### src/rtl/lru_tc_pkg.sv
package lru_tc_pkg;

    localparam int ENTRIES  = 16;
    localparam int TAG_BITS = 64;

    localparam int MODE_W  = 2;
    localparam int KEY_W   = 64;
    localparam int LOC_W   = 8;
    localparam int STAMP_W = 32;
    localparam int IDX_W   = $clog2(ENTRIES);
    localparam int CNT_W   = $clog2(ENTRIES + 1);

    typedef enum logic [MODE_W-1:0] {
        MODE_LOOKUP = 2'd0,
        MODE_INSERT = 2'd1,
        MODE_REMOVE = 2'd2
    } mode_t;

    typedef enum logic [2:0] {
        ST_IDLE,
        ST_SCAN,
        ST_ACT,
        ST_SHIFT,
        ST_FINISH
    } state_t;

    typedef struct packed {
        logic load;
        logic scan;
        logic act;
        logic shift_init;
        logic shift;
        logic cnt_dec;
        logic finish;
    } dp_cmd_t;

    typedef struct packed {
        logic walk_done;
        logic remove_hit;
        logic out_free;
    } dp_status_t;

endpackage

### src/rtl/lru_tc_if.sv
interface lru_tc_req_if import lru_tc_pkg::*; ();
    logic               valid;
    logic               ready;
    logic [MODE_W-1:0]  mode;
    logic [KEY_W-1:0]   key_tag;
    logic [LOC_W-1:0]   location;
    logic [STAMP_W-1:0] now;

    modport source (output valid, output mode, output key_tag, output location,
                    output now, input ready);
    modport sink   (input valid, input mode, input key_tag, input location,
                    input now, output ready);
endinterface

interface lru_tc_rsp_if import lru_tc_pkg::*; ();
    logic               valid;
    logic               ready;
    logic               hit;
    logic [LOC_W-1:0]   found_location;
    logic [CNT_W-1:0]   occupancy;

    modport source (output valid, output hit, output found_location,
                    output occupancy, input ready);
    modport sink   (input valid, input hit, input found_location,
                    input occupancy, output ready);
endinterface

### src/rtl/lru_tag_cache_top.sv
// Lookup and insert walk every held entry (SCAN), then ACT and FINISH give the result;
// a remove that hits adds a SHIFT walk over the entries above the match.
// Throughput: one item at a time; one memory read per cycle sets the walk length,
// and the next item is taken the cycle after the result is registered.
// Reset (async, active low) empties the cache and drops the result valid; entry
// storage is not cleared.
module lru_tag_cache_top import lru_tc_pkg::*; (
    input  logic        clk,
    input  logic        rst_n,
    lru_tc_req_if.sink  req,
    lru_tc_rsp_if.source rsp
);

    dp_cmd_t    cmd;
    dp_status_t status;

    lru_tc_ctrl u_ctrl (
        .clk       (clk),
        .rst_n     (rst_n),
        .req_valid (req.valid),
        .req_ready (req.ready),
        .cmd       (cmd),
        .status    (status)
    );

    lru_tc_dpath u_dpath (
        .clk            (clk),
        .rst_n          (rst_n),
        .cmd            (cmd),
        .status         (status),
        .mode           (req.mode),
        .key_tag        (req.key_tag),
        .location       (req.location),
        .now            (req.now),
        .rsp_ready      (rsp.ready),
        .rsp_valid      (rsp.valid),
        .hit            (rsp.hit),
        .found_location (rsp.found_location),
        .occupancy      (rsp.occupancy)
    );

endmodule

### src/rtl/lru_tc_ctrl.sv
module lru_tc_ctrl import lru_tc_pkg::*; (
    input  logic       clk,
    input  logic       rst_n,
    input  logic       req_valid,
    output logic       req_ready,
    output dp_cmd_t    cmd,
    input  dp_status_t status
);

    state_t state_reg;
    state_t state_next;

    always_ff @(posedge clk or negedge rst_n)
    begin
        if (!rst_n)
        begin
            state_reg <= ST_IDLE;
        end
        else
        begin
            state_reg <= state_next;
        end
    end

    always_comb
    begin
        state_next = state_reg;
        cmd        = '0;
        req_ready  = 1'b0;
        unique case (state_reg)
            ST_IDLE:
            begin
                req_ready = 1'b1;
                if (req_valid)
                begin
                    cmd.load   = 1'b1;
                    state_next = ST_SCAN;
                end
            end
            ST_SCAN:
            begin
                cmd.scan = 1'b1;
                if (status.walk_done)
                begin
                    state_next = ST_ACT;
                end
            end
            ST_ACT:
            begin
                cmd.act = 1'b1;
                if (status.remove_hit)
                begin
                    cmd.shift_init = 1'b1;
                    state_next     = ST_SHIFT;
                end
                else
                begin
                    state_next = ST_FINISH;
                end
            end
            ST_SHIFT:
            begin
                cmd.shift = 1'b1;
                if (status.walk_done)
                begin
                    cmd.cnt_dec = 1'b1;
                    state_next  = ST_FINISH;
                end
            end
            ST_FINISH:
            begin
                if (status.out_free)
                begin
                    cmd.finish = 1'b1;
                    state_next = ST_IDLE;
                end
            end
            default:
            begin
                state_next = ST_IDLE;
            end
        endcase
    end

endmodule

### src/rtl/lru_tc_dpath.sv
module lru_tc_dpath import lru_tc_pkg::*; (
    input  logic               clk,
    input  logic               rst_n,
    input  dp_cmd_t            cmd,
    output dp_status_t         status,
    input  logic [MODE_W-1:0]  mode,
    input  logic [KEY_W-1:0]   key_tag,
    input  logic [LOC_W-1:0]   location,
    input  logic [STAMP_W-1:0] now,
    input  logic               rsp_ready,
    output logic               rsp_valid,
    output logic               hit,
    output logic [LOC_W-1:0]   found_location,
    output logic [CNT_W-1:0]   occupancy
);

    // entry storage; valid entries always sit at 0 .. count-1
    logic [TAG_BITS-1:0] tag_mem   [ENTRIES];
    logic [LOC_W-1:0]    loc_mem   [ENTRIES];
    logic [STAMP_W-1:0]  stamp_mem [ENTRIES];

    // operation being worked on
    logic [MODE_W-1:0]   mode_reg;
    logic [TAG_BITS-1:0] tag_reg;
    logic [LOC_W-1:0]    loc_reg;
    logic [STAMP_W-1:0]  now_reg;

    // walk state
    logic [CNT_W-1:0]    count_reg, count_next;
    logic [CNT_W-1:0]    ptr_reg, ptr_next;
    logic                pend_reg, pend_next;
    logic [IDX_W-1:0]    pidx_reg;
    logic [TAG_BITS-1:0] rd_tag_reg;
    logic [LOC_W-1:0]    rd_loc_reg;
    logic [STAMP_W-1:0]  rd_stamp_reg;

    // search results
    logic                found_reg, found_next;
    logic [IDX_W-1:0]    match_idx_reg, match_idx_next;
    logic [LOC_W-1:0]    found_loc_reg, found_loc_next;
    logic [IDX_W-1:0]    min_idx_reg, min_idx_next;
    logic [STAMP_W-1:0]  min_stamp_reg, min_stamp_next;

    // result register
    logic                out_valid_reg, out_valid_next;
    logic                hit_reg;
    logic [LOC_W-1:0]    out_loc_reg;
    logic [CNT_W-1:0]    occ_reg;

    // memory write port
    logic                tag_we, loc_we, stamp_we;
    logic [IDX_W-1:0]    wr_addr;
    logic [TAG_BITS-1:0] wr_tag;
    logic [LOC_W-1:0]    wr_loc;
    logic [STAMP_W-1:0]  wr_stamp;

    logic                rd_go;
    logic [IDX_W-1:0]    rd_addr;
    logic                not_full;
    logic                mode_ok;

    assign rd_addr  = ptr_reg[IDX_W-1:0];
    assign rd_go    = (cmd.scan || cmd.shift) && (ptr_reg < count_reg);
    assign not_full = count_reg < CNT_W'(ENTRIES);
    assign mode_ok  = (mode_reg == MODE_LOOKUP) || (mode_reg == MODE_INSERT)
                      || (mode_reg == MODE_REMOVE);

    assign status.walk_done  = (ptr_reg >= count_reg) && !pend_reg;
    assign status.remove_hit = (mode_reg == MODE_REMOVE) && found_reg;
    assign status.out_free   = !out_valid_reg || rsp_ready;

    always_comb
    begin
        ptr_next       = ptr_reg;
        pend_next      = pend_reg;
        found_next     = found_reg;
        match_idx_next = match_idx_reg;
        found_loc_next = found_loc_reg;
        min_idx_next   = min_idx_reg;
        min_stamp_next = min_stamp_reg;
        count_next     = count_reg;
        tag_we         = 1'b0;
        loc_we         = 1'b0;
        stamp_we       = 1'b0;
        wr_addr        = match_idx_reg;
        wr_tag         = tag_reg;
        wr_loc         = loc_reg;
        wr_stamp       = now_reg;

        if (cmd.load)
        begin
            ptr_next   = '0;
            pend_next  = 1'b0;
            found_next = 1'b0;
        end
        else if (cmd.shift_init)
        begin
            ptr_next  = CNT_W'(match_idx_reg) + CNT_W'(1);
            pend_next = 1'b0;
        end
        else if (cmd.scan || cmd.shift)
        begin
            pend_next = rd_go;
            if (rd_go)
            begin
                ptr_next = ptr_reg + CNT_W'(1);
            end
        end

        // compare the entry read in the previous cycle; ascending walk keeps
        // the lowest index on equal tags and on equal stamps
        if (cmd.scan && pend_reg)
        begin
            if ((rd_tag_reg == tag_reg) && !found_reg)
            begin
                found_next     = 1'b1;
                match_idx_next = pidx_reg;
                found_loc_next = rd_loc_reg;
            end
            if ((pidx_reg == '0) || (rd_stamp_reg < min_stamp_reg))
            begin
                min_idx_next   = pidx_reg;
                min_stamp_next = rd_stamp_reg;
            end
        end

        // remove: entry read from j+1 is written back at j
        if (cmd.shift && pend_reg)
        begin
            tag_we   = 1'b1;
            loc_we   = 1'b1;
            stamp_we = 1'b1;
            wr_addr  = pidx_reg - IDX_W'(1);
            wr_tag   = rd_tag_reg;
            wr_loc   = rd_loc_reg;
            wr_stamp = rd_stamp_reg;
        end

        if (cmd.act)
        begin
            if ((mode_reg == MODE_LOOKUP) && found_reg)
            begin
                stamp_we = 1'b1;
            end
            else if (mode_reg == MODE_INSERT)
            begin
                loc_we   = 1'b1;
                stamp_we = 1'b1;
                if (!found_reg)
                begin
                    tag_we = 1'b1;
                    if (not_full)
                    begin
                        wr_addr    = count_reg[IDX_W-1:0];
                        count_next = count_reg + CNT_W'(1);
                    end
                    else
                    begin
                        wr_addr = min_idx_reg;
                    end
                end
            end
        end

        if (cmd.cnt_dec)
        begin
            count_next = count_reg - CNT_W'(1);
        end
    end

    always_comb
    begin
        out_valid_next = out_valid_reg;
        if (cmd.finish)
        begin
            out_valid_next = 1'b1;
        end
        else if (rsp_ready)
        begin
            out_valid_next = 1'b0;
        end
    end

    always_ff @(posedge clk or negedge rst_n)
    begin
        if (!rst_n)
        begin
            count_reg     <= '0;
            ptr_reg       <= '0;
            pend_reg      <= 1'b0;
            found_reg     <= 1'b0;
            out_valid_reg <= 1'b0;
        end
        else
        begin
            count_reg     <= count_next;
            ptr_reg       <= ptr_next;
            pend_reg      <= pend_next;
            found_reg     <= found_next;
            out_valid_reg <= out_valid_next;
        end
    end

    always_ff @(posedge clk)
    begin
        if (cmd.load)
        begin
            mode_reg <= mode;
            tag_reg  <= key_tag[TAG_BITS-1:0];
            loc_reg  <= location;
            now_reg  <= now;
        end
        if (rd_go)
        begin
            pidx_reg <= rd_addr;
        end
        match_idx_reg <= match_idx_next;
        found_loc_reg <= found_loc_next;
        min_idx_reg   <= min_idx_next;
        min_stamp_reg <= min_stamp_next;
        if (cmd.finish)
        begin
            hit_reg     <= found_reg && mode_ok;
            out_loc_reg <= ((mode_reg == MODE_LOOKUP) && found_reg) ? found_loc_reg : '0;
            occ_reg     <= count_reg;
        end
    end

    always_ff @(posedge clk)
    begin
        if (tag_we)
        begin
            tag_mem[wr_addr] <= wr_tag;
        end
        if (loc_we)
        begin
            loc_mem[wr_addr] <= wr_loc;
        end
        if (stamp_we)
        begin
            stamp_mem[wr_addr] <= wr_stamp;
        end
        if (rd_go)
        begin
            rd_tag_reg   <= tag_mem[rd_addr];
            rd_loc_reg   <= loc_mem[rd_addr];
            rd_stamp_reg <= stamp_mem[rd_addr];
        end
    end

    assign rsp_valid      = out_valid_reg;
    assign hit            = hit_reg;
    assign found_location = out_loc_reg;
    assign occupancy      = occ_reg;

endmodule

### src/flat_wrapper.sv
// flat-port wrapper written by rule: the top's interface ports become plain ports
module lru_tag_cache_top_flat import lru_tc_pkg::*;
  (clk, rst_n, req_valid, req_mode, req_key_tag, req_location, req_now, req_ready, rsp_valid, rsp_hit, rsp_found_location, rsp_occupancy, rsp_ready);
  lru_tc_req_if req_i ();
  lru_tc_rsp_if rsp_i ();
  input  logic clk;
  input  logic rst_n;
  input wire logic [$bits(req_i.valid)-1:0] req_valid;
  input wire logic [$bits(req_i.mode)-1:0] req_mode;
  input wire logic [$bits(req_i.key_tag)-1:0] req_key_tag;
  input wire logic [$bits(req_i.location)-1:0] req_location;
  input wire logic [$bits(req_i.now)-1:0] req_now;
  output wire logic [$bits(req_i.ready)-1:0] req_ready;
  output wire logic [$bits(rsp_i.valid)-1:0] rsp_valid;
  output wire logic [$bits(rsp_i.hit)-1:0] rsp_hit;
  output wire logic [$bits(rsp_i.found_location)-1:0] rsp_found_location;
  output wire logic [$bits(rsp_i.occupancy)-1:0] rsp_occupancy;
  input wire logic [$bits(rsp_i.ready)-1:0] rsp_ready;
  assign req_i.valid = req_valid;
  assign req_i.mode = req_mode;
  assign req_i.key_tag = req_key_tag;
  assign req_i.location = req_location;
  assign req_i.now = req_now;
  assign req_ready = req_i.ready;
  assign rsp_valid = rsp_i.valid;
  assign rsp_hit = rsp_i.hit;
  assign rsp_found_location = rsp_i.found_location;
  assign rsp_occupancy = rsp_i.occupancy;
  assign rsp_i.ready = rsp_ready;
  lru_tag_cache_top u_core (.clk(clk), .rst_n(rst_n), .req(req_i), .rsp(rsp_i));
endmodule
### config.mk
export PLATFORM = sky130hd
export DESIGN_NAME = lru_tag_cache_top_flat
export DESIGN_NICKNAME = d
export VERILOG_FILES = /design/src/rtl/lru_tc_pkg.sv /design/src/rtl/lru_tc_if.sv /design/src/rtl/lru_tag_cache_top.sv /design/src/rtl/lru_tc_ctrl.sv /design/src/rtl/lru_tc_dpath.sv /design/src/flat_wrapper.sv
export SDC_FILE = /design/constraint.sdc
export NUM_CORES = 2
export LEC_CHECK = 0
export BUFFER_PORTS_ARGS = -buffer_cell sky130_fd_sc_hd__buf_2
export CAP_MARGIN = 20
export CORE_UTILIZATION = 56
export CTS_BUF_LIST = sky130_fd_sc_hd__clkbuf_16
export CTS_CLUSTER_SIZE = 10
export DETAILED_ROUTE_END_ITERATION = 8
export GPL_ROUTABILITY_DRIVEN = 0
export PLACE_DENSITY = 0.8
export SLEW_MARGIN = 20
export SYNTH_ARGS = -nofsm -noshare
export SYNTH_HDL_FRONTEND = slang
export SYNTH_SLANG_ARGS = --single-unit
### constraint.sdc
create_clock -name clk -period 4.5 [get_ports clk]
set_input_delay 0.225 -clock clk [delete_from_list [all_inputs] [get_ports clk]]
set_output_delay 0.225 -clock clk [all_outputs]
set_load 0.005 [all_outputs]
==> impl_metrics.json <==
{
  "synth_xor_area_share_pct": 0.793,
  "muxShareOfSynthArea_pct": 17.4,
  "startpoint": "u_core.u_ctrl.state_reg[2]",
  "layout_setup_ws_ps": 790,
  "timing.final.crit_share_pct": 82.4,
  "synth_top_cell_area_share_pct": 77.6,
  "cap_viol_max_count": 0,
  "synth_top_family_by_area": "multiplexers",
  "wirelength_mm": 184,
  "dp_hpwl_mm": 90.0,
  "synthArstFlopShare_pct": 0.818,
  "synth-seq-area-share_pct": 78.1,
  "cp-end-kind": "register",
  "port-buffer-count": 125,
  "p_leak_uw": 0.0270,
  "die-area_um2": 136000,
  "synth_edf_count": 1940,
  "synth_flop_cell": "edfxtp_1",
  "largest_reg_flops": 1024,
  "worstReg2RegStart": "u_core.u_ctrl.state_reg[2]",
  "yosysTopAreaCell": "edfxtp_1",
  "drv_slew": 0,
  "r2r_end": "u_core.u_dpath.tag_mem[0][10]",
  "hold_viol": 0,
  "crit_required_ps": 5020,
  "cp_slowest_cell": "nor2_4",
  "cts-htree-levels": 4,
  "path_max_fanout": 14,
  "core_area_um2": 132000,
  "cp_top_family": "simple AND/OR/NAND/NOR gates",
  "synth_nets": 3304,
  "synthTopCellsByArea": "edfxtp_1 (78%), mux4_2 (16%), mux2_2 (1.6%), ha_1 (0.72%), xnor2_1 (0.60%)",
  "area_growth_pct": 14.0,
  "max_slew_margin_pct": 21.0,
  "slowest_delay_ps": 670,
  "cts.sinks": 1956,
  "cts_made_buffers": 215,
  "crit_buf_inv": 1,
  "clk_path_buf_depth": 3,
  "worstHoldPathType": "input pin to register",
  "hold-worst-slack_ps": 95.8,
  "grt_max_degree": 164,
  "synthCells": 3150,
  "firstDrtPassIters": 6,
  "max_freq_ghz": 0.270,
  "tightest_slew_ps": 1190,
  "drive_above_1_share_pct": 31.1,
  "hp-start": "req_key_tag[57]",
  "ys_ff_latch": 1956,
  "grt_pass1_wl_mm": 266,
  "fin_crit_ps": 3710,
  "crit_type": "register to register",
  "top_register": "u_core.u_dpath.tag_mem",
  "ir_drop_mv": 0.605,
  "synth.distinct_cells": 55,
  "post-place-ws_ps": 979,
  "reg_top3": "u_core.u_dpath.tag_mem x1024, u_core.u_dpath.stamp_mem x512, u_core.u_dpath.loc_mem x128",
  "antenna_found_initial": 4,
  "setup_viol": 0,
  "arrival_ps": 4230,
  "clk_pin_slew_ps": 60,
  "ant_nets": 0,
  "drt_iter0_drc": 5004,
  "placed_area_um2": 78500,
  "dieWidth_um": 368,
  "synth_adder_area_share_pct": 0.743,
  "vias": 35800,
  "die_y_um": 368,
  "synth_compound_gate_area_share_pct": 0.565,
  "rsz0062_at_grt": "no",
  "power.density_nw_per_um2": 588,
  "startpoint_type": "register",
  "status": "finished clean",
  "crit_cells": 6,
  "crit_path_cell_trace": "nand4b_1 > mux2_2 > o31ai_1 > nand2_1 > nor2_4 > buf_4",
  "root_buffer": "clkbuf_16",
  "rrSetupSlack_ps": 790,
  "tritoncts": "built",
  "initial_core_util_pct": 56.7,
  "clk_latency_ps": 840,
  "grt_overflow": 0,
  "yosysWarnings": 0,
  "first_global_vias": 38300,
  "fin_worst_skew_ps": 42.9,
  "drc": 0,
  "num_rows": 133,
  "crit_path_end": "u_core.u_dpath.tag_mem[0][10]",
  "fin_area_um2": 85600,
  "syn_avg_cell_area_um2": 23.8,
  "grt.total_usage_pct": 27.5,
  "yosys.area_share.simple_pct": 1.27,
  "avgViaCountPerCell": 6.71,
  "r2r_cells": 6,
  "wl_per_cell_um": 34.4,
  "syn_area_um2": 75100,
  "nets": 3695,
  "ioPinCount": 126
}
==> worst min-delay path by stage <==
stage,slack (ps),cells past startpoint,to
after floorplan,-70,0,u_core.u_ctrl.state_reg[0]
after global placement,190,1,u_core.u_dpath.count_reg[0]
after detailed placement,190,1,u_core.u_dpath.count_reg[0]
after CTS,40,2,u_core.u_dpath.tag_reg[52]
after global routing,70,2,u_core.u_dpath.tag_reg[54]
final,100,2,u_core.u_dpath.tag_reg[57]
==> area by class of cell <==
| type | count | area (um2) |
|---|---|---|
| clock inverters | 44 | 462 |
| multi-input cells | 1004 | 15800 |
| clock buffers | 217 | 5430 |
| fillers | 7892 | 46700 |
| inverters | 48 | 190 |
| diodes | 1 | 2.50 |
| flip-flops and latches | 1956 | 58700 |
| repair buffers | 316 | 2780 |
| well taps | 1755 | 2200 |
==> worst register-to-register path, stage by stage (launching register included) <==
cell and delay (ps):
dfrtp_1 510, nand4b_1 550, mux2_2 480, o31ai_1 450
nand2_1 370, nor2_4 680, buf_4 350
==> through the flow <==
step	util [%]	TNS [ps]	std cells	power (uW)
after detailed placement	59.4	0	4968	34700
final	64.7	0	5341	50300
after CTS	64.6	0	5339	50400
after global placement	59.4	0	4968	34300
after global routing	64.7	0	5340	51700
after floorplan	-	-125660	3150	31300
==> power by group <==
part | internal (uW) | leakage, uW | switching (uW)
clock | 8650 | 0.00297 | 6850
sequential | 22400 | 0.0177 | 872
combinational | 5180 | 0.00631 | 6370
==> layer usage <==
layer  routed length [um]  GRT usage (%)  up-vias
li1                     -              -    14000
met2                94300           46.6     2453
met5                    0              0        -
met3                17100           5.07      389
met1                65400           35.8    19000
met4                 6780           10.3        0
==> Yosys cell counts (12+ instances only) <==
cell type	count
xor2_1	17
edfxtp_1	1940
buf_2	70
ha_1	43
a21oi_1	22
mux4_2	520
clkbuf_1	67
dfrtp_1	16
nand4_1	14
o21ai_0	13
xnor2_1	51
nand3_1	12
nand2_1	45
mux2_2	106
nor2_1	58
mux2i_1	14
inv_1	48
==> repair_timing <==
| item | in CTS | in global routing |
|---|---|---|
| gates resized for setup | 0 | 0 |
| hold endpoints to repair | 127 | 0 |
| hold buffers | 110 | 0 |
| setup buffers | 0 | 0 |
==> cells in the final DEF, fill, tap and decap left out, types with 26 or more instances in the layout <==
master,Yosys,routed
clkbuf_16,0,217
ha_1,43,43
xnor2_1,51,51
nor2_1,58,26
inv_1,48,72
nand2_1,45,45
dlygate4sd3_1,0,110
edfxtp_1,1940,1940
buf_2,70,125
buf_4,1,46
nor2_4,0,32
mux4_2,520,520
mux2_2,106,106
buf_12,0,34
==> kinds of logic after synthesis <==
family	after synthesis
simple gates	186
compound gates	66
flops	1956
fa+ha+maj	44
buf+inv	190
mux	640
xor+xnor	68
(Power assumes the default switching activity.)
